<file path="src/hw/rtl/itp_pkg.sv">
// Shared types, character codes and helper functions for the infix-to-postfix converter.
// Depends on nothing; the core and the sequencer refer to it by scoped names.
`default_nettype none

package itp_pkg;

  // Character codes that steer the conversion.
  localparam logic [7:0] CH_NUL   = 8'h00;
  localparam logic [7:0] CH_OPEN  = 8'h28;
  localparam logic [7:0] CH_CLOSE = 8'h29;
  localparam logic [7:0] CH_STAR  = 8'h2A;
  localparam logic [7:0] CH_PLUS  = 8'h2B;
  localparam logic [7:0] CH_MINUS = 8'h2D;
  localparam logic [7:0] CH_SLASH = 8'h2F;

  // Precedence levels.
  localparam logic [1:0] PREC_PAREN = 2'd0;
  localparam logic [1:0] PREC_ADD   = 2'd1;
  localparam logic [1:0] PREC_MUL   = 2'd2;
  localparam logic [1:0] PREC_OTHER = 2'd3;

  // One result beat requested by the sequencer.
  typedef struct packed {
    logic       vld;
    logic [7:0] sym;
    logic       last;
    logic       ovf;
  } emit_t;

  // Operator precedence; an opening parenthesis on the stack ranks lowest.
  function automatic logic [1:0] prec_of(input logic [7:0] c);
    logic [1:0] p;
    if (c == CH_OPEN) begin
      p = PREC_PAREN;
    end else if (c == CH_PLUS || c == CH_MINUS) begin
      p = PREC_ADD;
    end else if (c == CH_STAR || c == CH_SLASH) begin
      p = PREC_MUL;
    end else begin
      p = PREC_OTHER;
    end
    return p;
  endfunction

  // Letters and digits pass straight through.
  function automatic logic is_alnum(input logic [7:0] c);
    return (c >= 8'h30 && c <= 8'h39) || (c >= 8'h41 && c <= 8'h5A) ||
           (c >= 8'h61 && c <= 8'h7A);
  endfunction

endpackage

`default_nettype wire

</file>
<file path="src/hw/rtl/itp_in_if.sv">
// Input channel of the converter: one infix character per beat.
// Valid/ready handshake; no dependencies.
`default_nettype none

interface itp_in_if;
  logic       valid;
  logic       ready;
  logic [7:0] symbol;
  logic       end_of_expression;

  modport source (output valid, output symbol, output end_of_expression, input ready);
  modport sink   (input valid, input symbol, input end_of_expression, output ready);
endinterface

`default_nettype wire

</file>
<file path="src/hw/rtl/itp_out_if.sv">
// Result channel of the converter: one postfix character per beat.
// Valid/ready handshake; no dependencies.
`default_nettype none

interface itp_out_if;
  logic       valid;
  logic       ready;
  logic [7:0] out_symbol;
  logic       last;
  logic       overflow;

  modport source (output valid, output out_symbol, output last, output overflow, input ready);
  modport sink   (input valid, input out_symbol, input last, input overflow, output ready);
endinterface

`default_nettype wire

</file>
<file path="src/hw/rtl/infix_to_postfix_converter_core.sv">
// Infix-to-postfix converter: operator stack in a RAM with registered read.
// A result beat issued by the sequencer is held in the output register; a letter or
// digit passes through the ALNUM state and then the output register.
// One character at a time: a new one is accepted only in the idle state, once the
// previous character and any end-of-expression flush are done.
// Reset (synchronous, active low) empties the stack and clears the drop flag.
`default_nettype none

module infix_to_postfix_converter_core #(
  parameter int STACK_DEPTH = 32
) (
  input  wire logic  clk,
  input  wire logic  rst_n,
  itp_in_if.sink     in_ch,
  itp_out_if.source  out_ch
);

  localparam int AW = $clog2(STACK_DEPTH);

  itp_pkg::emit_t  emit;
  logic            emit_ok;
  logic            mem_rd_en;
  logic [AW-1:0]   mem_rd_addr;
  logic [7:0]      mem_rd_data;
  logic            mem_wr_en;
  logic [AW-1:0]   mem_wr_addr;
  logic [7:0]      mem_wr_data;

  logic            out_vld_r;
  logic [7:0]      out_sym_r;
  logic            out_last_r;
  logic            out_ovf_r;

  // Operator stack storage.
  itp_ram #(
    .WIDTH (8),
    .DEPTH (STACK_DEPTH)
  ) u_stack (
    .clk     (clk),
    .wr_en   (mem_wr_en),
    .wr_addr (mem_wr_addr),
    .wr_data (mem_wr_data),
    .rd_en   (mem_rd_en),
    .rd_addr (mem_rd_addr),
    .rd_data (mem_rd_data)
  );

  // Decode and stack sequencer.
  itp_seq #(
    .STACK_DEPTH (STACK_DEPTH)
  ) u_seq (
    .clk         (clk),
    .rst_n       (rst_n),
    .in_valid    (in_ch.valid),
    .in_ready    (in_ch.ready),
    .in_symbol   (in_ch.symbol),
    .in_end      (in_ch.end_of_expression),
    .emit_ok     (emit_ok),
    .emit        (emit),
    .mem_rd_en   (mem_rd_en),
    .mem_rd_addr (mem_rd_addr),
    .mem_rd_data (mem_rd_data),
    .mem_wr_en   (mem_wr_en),
    .mem_wr_addr (mem_wr_addr),
    .mem_wr_data (mem_wr_data)
  );

  // The output register takes a new beat when it is empty or being drained.
  assign emit_ok = !out_vld_r || out_ch.ready;

  always_ff @(posedge clk) begin
    if (!rst_n) begin
      out_vld_r <= 1'b0;
    end else if (emit_ok) begin
      out_vld_r <= emit.vld;
    end
    if (emit_ok && emit.vld) begin
      out_sym_r  <= emit.sym;
      out_last_r <= emit.last;
      out_ovf_r  <= emit.ovf;
    end
  end

  assign out_ch.valid      = out_vld_r;
  assign out_ch.out_symbol = out_sym_r;
  assign out_ch.last       = out_last_r;
  assign out_ch.overflow   = out_ovf_r;

endmodule

`default_nettype wire

</file>
<file path="src/hw/rtl/itp_ram.sv">
// Generic single-write, single-read RAM with a registered read port.
// No dependencies.
`default_nettype none

module itp_ram #(
  parameter int WIDTH = 8,
  parameter int DEPTH = 32
) (
  input  wire logic                     clk,
  input  wire logic                     wr_en,
  input  wire logic [$clog2(DEPTH)-1:0] wr_addr,
  input  wire logic [WIDTH-1:0]         wr_data,
  input  wire logic                     rd_en,
  input  wire logic [$clog2(DEPTH)-1:0] rd_addr,
  output logic      [WIDTH-1:0]         rd_data
);

  logic [WIDTH-1:0] mem [DEPTH];
  logic [WIDTH-1:0] rd_data_r;

  // Write port and registered read; read data holds until the next read.
  always_ff @(posedge clk) begin
    if (wr_en) begin
      mem[wr_addr] <= wr_data;
    end
    if (rd_en) begin
      rd_data_r <= mem[rd_addr];
    end
  end

  assign rd_data = rd_data_r;

endmodule

`default_nettype wire

</file>
<file path="src/hw/rtl/itp_seq.sv">
// Sequencer of the converter: decodes a character, pops and pushes the operator stack.
// Depends on itp_pkg; drives the stack RAM ports and requests result beats.
`default_nettype none

module itp_seq #(
  parameter int STACK_DEPTH = 32
) (
  input  wire logic                           clk,
  input  wire logic                           rst_n,
  input  wire logic                           in_valid,
  output logic                                in_ready,
  input  wire logic [7:0]                     in_symbol,
  input  wire logic                           in_end,
  input  wire logic                           emit_ok,
  output itp_pkg::emit_t                      emit,
  output logic                                mem_rd_en,
  output logic      [$clog2(STACK_DEPTH)-1:0] mem_rd_addr,
  input  wire logic [7:0]                     mem_rd_data,
  output logic                                mem_wr_en,
  output logic      [$clog2(STACK_DEPTH)-1:0] mem_wr_addr,
  output logic      [7:0]                     mem_wr_data
);

  localparam int AW = $clog2(STACK_DEPTH);
  localparam int CW = $clog2(STACK_DEPTH + 1);

  typedef enum logic [2:0] {
    ST_IDLE, ST_ALNUM, ST_POPRD, ST_POPWT, ST_PUSH, ST_ENDCHK, ST_TERM
  } state_t;

  typedef enum logic [1:0] {
    MODE_OP, MODE_CLOSE, MODE_FLUSH
  } mode_t;

  state_t          state_r, state_nxt;
  mode_t           mode_r, mode_nxt;
  logic [7:0]      sym_r, sym_nxt;
  logic            end_r, end_nxt;
  logic [CW-1:0]   cnt_r, cnt_nxt;
  logic            ovf_r, ovf_nxt;
  logic [CW-1:0]   top_idx;

  // Index of the top entry; only used while the stack is not empty.
  assign top_idx = cnt_r - CW'(1);

  // Next-state logic of the sequencer.
  always_comb begin
    state_nxt   = state_r;
    mode_nxt    = mode_r;
    sym_nxt     = sym_r;
    end_nxt     = end_r;
    cnt_nxt     = cnt_r;
    ovf_nxt     = ovf_r;
    in_ready    = (state_r == ST_IDLE);
    emit        = '0;
    mem_rd_en   = 1'b0;
    mem_rd_addr = top_idx[AW-1:0];
    mem_wr_en   = 1'b0;
    mem_wr_addr = cnt_r[AW-1:0];
    mem_wr_data = sym_r;

    case (state_r)
      ST_IDLE: begin
        if (in_valid) begin
          sym_nxt = in_symbol;
          end_nxt = in_end;
          if (in_symbol == itp_pkg::CH_NUL) begin
            state_nxt = ST_ENDCHK;
          end else if (itp_pkg::is_alnum(in_symbol)) begin
            state_nxt = ST_ALNUM;
          end else if (in_symbol == itp_pkg::CH_OPEN) begin
            state_nxt = ST_PUSH;
          end else if (in_symbol == itp_pkg::CH_CLOSE) begin
            mode_nxt  = MODE_CLOSE;
            state_nxt = ST_POPRD;
          end else begin
            mode_nxt  = MODE_OP;
            state_nxt = ST_POPRD;
          end
        end
      end

      ST_ALNUM: begin
        emit.vld = 1'b1;
        emit.sym = sym_r;
        emit.ovf = ovf_r;
        if (emit_ok) begin
          state_nxt = ST_ENDCHK;
        end
      end

      // Read the top entry, or finish the pop loop on an empty stack.
      ST_POPRD: begin
        if (cnt_r == '0) begin
          case (mode_r)
            MODE_OP:    state_nxt = ST_PUSH;
            MODE_CLOSE: state_nxt = ST_ENDCHK;
            default:    state_nxt = ST_TERM;
          endcase
        end else begin
          mem_rd_en = 1'b1;
          state_nxt = ST_POPWT;
        end
      end

      // Top entry is on the RAM output: drop, stop or emit it.
      ST_POPWT: begin
        if (mode_r == MODE_CLOSE && mem_rd_data == itp_pkg::CH_OPEN) begin
          cnt_nxt   = top_idx;
          state_nxt = ST_ENDCHK;
        end else if (mode_r == MODE_OP &&
                     itp_pkg::prec_of(sym_r) > itp_pkg::prec_of(mem_rd_data)) begin
          state_nxt = ST_PUSH;
        end else begin
          emit.vld = 1'b1;
          emit.sym = mem_rd_data;
          emit.ovf = ovf_r;
          if (emit_ok) begin
            cnt_nxt   = top_idx;
            state_nxt = ST_POPRD;
          end
        end
      end

      // Push the held character; a full stack drops it and raises the flag.
      ST_PUSH: begin
        if (cnt_r >= CW'(STACK_DEPTH)) begin
          ovf_nxt = 1'b1;
        end else begin
          mem_wr_en = 1'b1;
          cnt_nxt   = cnt_r + CW'(1);
        end
        state_nxt = ST_ENDCHK;
      end

      ST_ENDCHK: begin
        if (end_r) begin
          mode_nxt  = MODE_FLUSH;
          state_nxt = ST_POPRD;
        end else begin
          state_nxt = ST_IDLE;
        end
      end

      // Terminator beat; the drop flag is cleared with it.
      ST_TERM: begin
        emit.vld  = 1'b1;
        emit.sym  = itp_pkg::CH_NUL;
        emit.last = 1'b1;
        emit.ovf  = ovf_r;
        if (emit_ok) begin
          ovf_nxt   = 1'b0;
          state_nxt = ST_IDLE;
        end
      end

      default: begin
        state_nxt = ST_IDLE;
      end
    endcase
  end

  // State and stack bookkeeping registers.
  always_ff @(posedge clk) begin
    if (!rst_n) begin
      state_r <= ST_IDLE;
      mode_r  <= MODE_OP;
      end_r   <= 1'b0;
      cnt_r   <= '0;
      ovf_r   <= 1'b0;
    end else begin
      state_r <= state_nxt;
      mode_r  <= mode_nxt;
      end_r   <= end_nxt;
      cnt_r   <= cnt_nxt;
      ovf_r   <= ovf_nxt;
    end
    sym_r <= sym_nxt;
  end

endmodule

`default_nettype wire
</file>
<file path="src/flat_wrapper.sv">
// flat-port wrapper written by rule: the top's interface ports become plain ports
module infix_to_postfix_converter_core_flat 
#(
  parameter int STACK_DEPTH = 32
)
  (clk, rst_n, in_ch_valid, in_ch_symbol, in_ch_end_of_expression, in_ch_ready, out_ch_valid, out_ch_out_symbol, out_ch_last, out_ch_overflow, out_ch_ready);
  itp_in_if in_ch_i ();
  itp_out_if out_ch_i ();
  input  wire logic clk;
  input  wire logic rst_n;
  input wire logic [$bits(in_ch_i.valid)-1:0] in_ch_valid;
  input wire logic [$bits(in_ch_i.symbol)-1:0] in_ch_symbol;
  input wire logic [$bits(in_ch_i.end_of_expression)-1:0] in_ch_end_of_expression;
  output wire logic [$bits(in_ch_i.ready)-1:0] in_ch_ready;
  output wire logic [$bits(out_ch_i.valid)-1:0] out_ch_valid;
  output wire logic [$bits(out_ch_i.out_symbol)-1:0] out_ch_out_symbol;
  output wire logic [$bits(out_ch_i.last)-1:0] out_ch_last;
  output wire logic [$bits(out_ch_i.overflow)-1:0] out_ch_overflow;
  input wire logic [$bits(out_ch_i.ready)-1:0] out_ch_ready;
  assign in_ch_i.valid = in_ch_valid;
  assign in_ch_i.symbol = in_ch_symbol;
  assign in_ch_i.end_of_expression = in_ch_end_of_expression;
  assign in_ch_ready = in_ch_i.ready;
  assign out_ch_valid = out_ch_i.valid;
  assign out_ch_out_symbol = out_ch_i.out_symbol;
  assign out_ch_last = out_ch_i.last;
  assign out_ch_overflow = out_ch_i.overflow;
  assign out_ch_i.ready = out_ch_ready;
  infix_to_postfix_converter_core #(.STACK_DEPTH(STACK_DEPTH)) u_core (.clk(clk), .rst_n(rst_n), .in_ch(in_ch_i), .out_ch(out_ch_i));
endmodule
</file>
<file path="config.mk">
export PLATFORM = sky130hd
export DESIGN_NAME = infix_to_postfix_converter_core_flat
export DESIGN_NICKNAME = d
export VERILOG_FILES = /design/src/hw/rtl/itp_pkg.sv /design/src/hw/rtl/itp_in_if.sv /design/src/hw/rtl/itp_out_if.sv /design/src/hw/rtl/infix_to_postfix_converter_core.sv /design/src/hw/rtl/itp_ram.sv /design/src/hw/rtl/itp_seq.sv /design/src/flat_wrapper.sv
export SDC_FILE = /design/constraint.sdc
export NUM_CORES = 1
export LEC_CHECK = 0
export BUFFER_PORTS_ARGS = -buffer_cell sky130_fd_sc_hd__buf_2
export CORE_UTILIZATION = 50
export CTS_BUF_LIST = sky130_fd_sc_hd__clkbuf_8
export CTS_CLUSTER_DIAMETER = 50
export DETAILED_ROUTE_END_ITERATION = 16
export GPL_TIMING_DRIVEN = 0
export PLACE_DENSITY = 0.76
export SLEW_MARGIN = 30
export SYNTH_ARGS = -nofsm -noshare
export SYNTH_HDL_FRONTEND = slang
export SYNTH_SLANG_ARGS = --single-unit
</file>
<file path="constraint.sdc">
create_clock -name clk -period 4.34 [get_ports clk]
set_input_delay 0.217 -clock clk [delete_from_list [all_inputs] [get_ports clk]]
set_output_delay 0.217 -clock clk [all_outputs]
set_load 0.005 [all_outputs]
</file>
==> summary.txt <==
Routing
  • DR iter-0 viols: 913
  • Via count: 6975
  • WL final: 26800 µm
  • Drc violations: 0
  • Post-DRT Antenna Nets: 0
  • Via density: 6.15
  • Drt wl/cell: 23.6 µm
  • Drt pass-1 iters: 6

Setup path
  • CP Max Fanout: 10
  • Reg-to-Reg Start: u_core.u_seq.cnt_r[0]
  • Reg2Reg Setup Slack: 0.34 ns
  • Worst Reg-to-Reg Cells: 11
  • Required time worst endpoint: 4.57 ns
  • Crit end category: flop
  • FF-to-FF End: u_core.u_stack.rd_data[2]
  • CP Launch Type: flop
  • Critical path class: reg -> reg
  • Arrival @ worst endpoint: 4.23 ns

Final layout
  • Most frequent cells in the layout: edfxtp_1, mux4_2, clkbuf_8
  • Antenna diode count: 0
  • Fill cells: 1706
  • Final nets: 802
  • Layout Cells excl Fill: 1135
  • Share of layout cells above drive strength 1: 24.9%
  • Storage element area: 0.00875 mm²
  • Area delta synth->final: 13.6%
  • Most common cell after layout, fill and taps aside: edfxtp_1
  • Multi-input logic area: 0.00333 mm²

Timing
  • Setup Skew: 0.0224 ns
  • Slew @ Worst Pin: 0.921 ns
  • Final min period: 4.00 ns
  • Final Hold Fails: 0
  • Achievable frequency: 0.250 GHz
  • Final Max Tran Viols: 0
  • RSZ-0062 raised after global routing: no
  • Total negative setup slack: 0 ns
  • Final period util: 92.1%
  • Endpoints failing setup: 0
  • Slew HR: 37.6%

Placed design
  • Routability cong.: 0.925
  • Number of port buffers: 24
  • Placed Cells: 1045
  • Hpwl dp: 17900 µm

GRT
  • First-pass GRT wire length: 40300 µm
  • Antenna violations before repair: 0
  • GRT Util Overall: 22.2%
  • GR Overflow Total: 0
  • Largest net degree at the start of global routing: 35
  • Vias in the first global route: 6990

Clock tree
  • Clock buffer depth: 3
  • H-Tree Depth: 2
  • Number of hold buffers added after cts: 9
  • Clock latency on the worst-skew pair: 0.56 ns
  • CTS buffer count: 44
  • CTS root buf: clkbuf_8
  • CTS sink cnt: 296
  • Post-cts resize count: 0
  • CTS tree: built
  • Reg clk slew, reported paths: 0.07 ns
  • Post-CTS setup buffers: 0

Logic synthesis
  • Sequential fraction of the synthesis area: 71.3%
  • Syn Nets: 714
  • Cell variety after synth: 66
  • Syn Area/Cell: 17.7 µm²
  • Cells after synthesis: 695
  • Post-Synthesis Cell Area: 0.0123 mm²
  • Synth Flop Type: edfxtp_1
  • Number of flops mapped to enable cells by yosys: 282
  • Async set-reset flop share out of synthesis: 0%
  • Synthesized flop and latch total: 296
  • Synth Warn #: 0

Floorplan
  • Initial Utilization: 51.6%
  • I/O pins: 25
  • Core area: 0.0238 mm²
  • Die H: 159 µm
  • Row count: 56
  • Die area: 0.0252 mm²
  • Die width: 159 µm

Job
  • Max-cap check violation count: 0

Worst hold path
  • HP Class: in -> reg
  • HP Start: rst_n
  • Hold EP: u_core.u_seq.mode_r[1]
  • Hold Path Stages: 2

Pwr
  • Max VDD drop: 0.306 mV
  • Leak: 4.50 nW
  • Power Density: 693 mW/mm²

Status
  • Status: completed
[routing by layer]
layer  track usage (%)  vias to the layer above  wire, µm
met5                 0                        -         0
met4              9.94                        0      1110
met3              4.19                       91      2000
met2              36.2                      369     13200
met1              29.0                     3526     10500
li1                  -                     2989         -
[flip-flops by register name (all words and copies together), names as in the netlist]
register	cells
u_core.u_seq.end_r	1
u_core.out_ch.valid	1
u_core.u_seq.state_r	3
u_core.u_seq.cnt_r	6
u_core.u_seq.mem_wr_data	8
u_core.u_seq.mode_r	2
u_core.out_ch.out_symbol	8
u_core.u_stack.rd_data	8
u_core.u_seq.ovf_r	1
u_core.u_stack.mem	256
u_core.out_ch.overflow	1
u_core.out_ch.last	1
[cells by family (layout without fill, tap and decap cells)]
logic type	Yosys count	after routing	share of synthesized area, %
flip-flops	296	296	71.3
AND/OR/NAND/NOR	177	177	7.50
AO/OA/AOI/OAI	91	91	5.64
multiplexers	76	76	12.7
buffers and inverters	42	163	1.71
XOR/XNOR	7	7	0.500
adder cells (fa/ha/maj)	6	6	0.612
[worst max-delay path, stage by stage (launching register included)]
cell	delay, ns
dfxtp_1	0.37
buf_2	0.28
buf_4	0.30
buf_4	0.27
inv_1	0.10
ha_1	0.29
buf_2	0.31
buf_1	0.66
mux4_2	0.42
mux2i_1	0.28
a32o_1	0.26
a311oi_1	0.10
[cell usage after synthesis, types with 3 or more instances]
master    number  area [µm²]
a211oi_1       9        67.6
a21boi_0       6        45.0
a21oi_1       12        60.1
a22o_1         3        26.3
a22o_2         5        50.1
a311oi_1       8        70.1
a31oi_1        3        18.8
a32o_1         8        80.1
and2_1        13        81.3
buf_2          9        45.0
buf_4          9        67.6
clkbuf_1      14        52.6
dfxtp_1       14         280
edfxtp_1     282        8470
ha_1           6        75.1
inv_1          7        26.3
mux2i_1       12         120
mux4_2        64        1440
nand2_1       52         195
nand3_1       14        70.1
nand3b_1       4        30.0
nor2_1        48         180
nor2b_1       10        62.6
nor3_1        12        60.1
o211ai_1       3        22.5
o21ai_0       12        60.1
o22ai_1        3        18.8
or3_1          3        18.8
xnor2_1        4        35.0
xor2_1         3        26.3
[how the worst max path moves through the flow]
stage / from / to / slack [ns] / cells past startpoint
after floorplan: u_core.u_seq.mem_wr_data[4] / u_core.out_ch.last / 1.11 / 10
after global placement: u_core.u_seq.mem_wr_data[2] / u_core.out_ch.out_symbol[7] / 0.52 / 10
after detailed placement: u_core.u_seq.mem_wr_data[5] / u_core.out_ch.out_symbol[7] / 0.35 / 10
after CTS: u_core.u_seq.mem_wr_data[5] / u_core.out_ch.out_symbol[4] / 0.32 / 10
after global routing: u_core.u_seq.cnt_r[0] / u_core.u_stack.rd_data[2] / 0.19 / 11
final: u_core.u_seq.cnt_r[0] / u_core.u_stack.rd_data[2] / 0.34 / 11
[final cells by class]
cell class              count  share of cell area [%]
flip-flops and latches    296                    62.8
multi-input cells         357                    23.9
clock buffers              54                    5.33
well taps                 319                    2.86
repair buffers             42                    2.41
plain buffers              35                    1.32
clock inverters            25                    1.16
inverters                   7                   0.189
[report_power, final]
part / internal (mW) / leakage, nW / total [mW] / switching, mW
combinational: 1.42 / 1.32 / 3.64 / 2.22
clock: 1.25 / 0.515 / 2.27 / 1.03
sequential: 3.55 / 2.66 / 3.74 / 0.187
[per-stage QoR]
stage | setup slack, ns | hold slack (ns) | util [%] | total power, mW | cell area (µm²)
after floorplan | 1.11 | 0.316 | - | 6.13 | 12300
after global routing | 0.187 | 0.0290 | 58.7 | 10.0 | 13900
after detailed placement | 0.353 | 0.444 | 54.3 | 7.34 | 12900
after CTS | 0.320 | 0.00802 | 58.5 | 9.60 | 13900
final | 0.341 | 0.0221 | 58.7 | 9.65 | 13900
after global placement | 0.522 | 0.439 | 53.8 | 7.18 | 12800
Power figures use the tool's default switching activity.
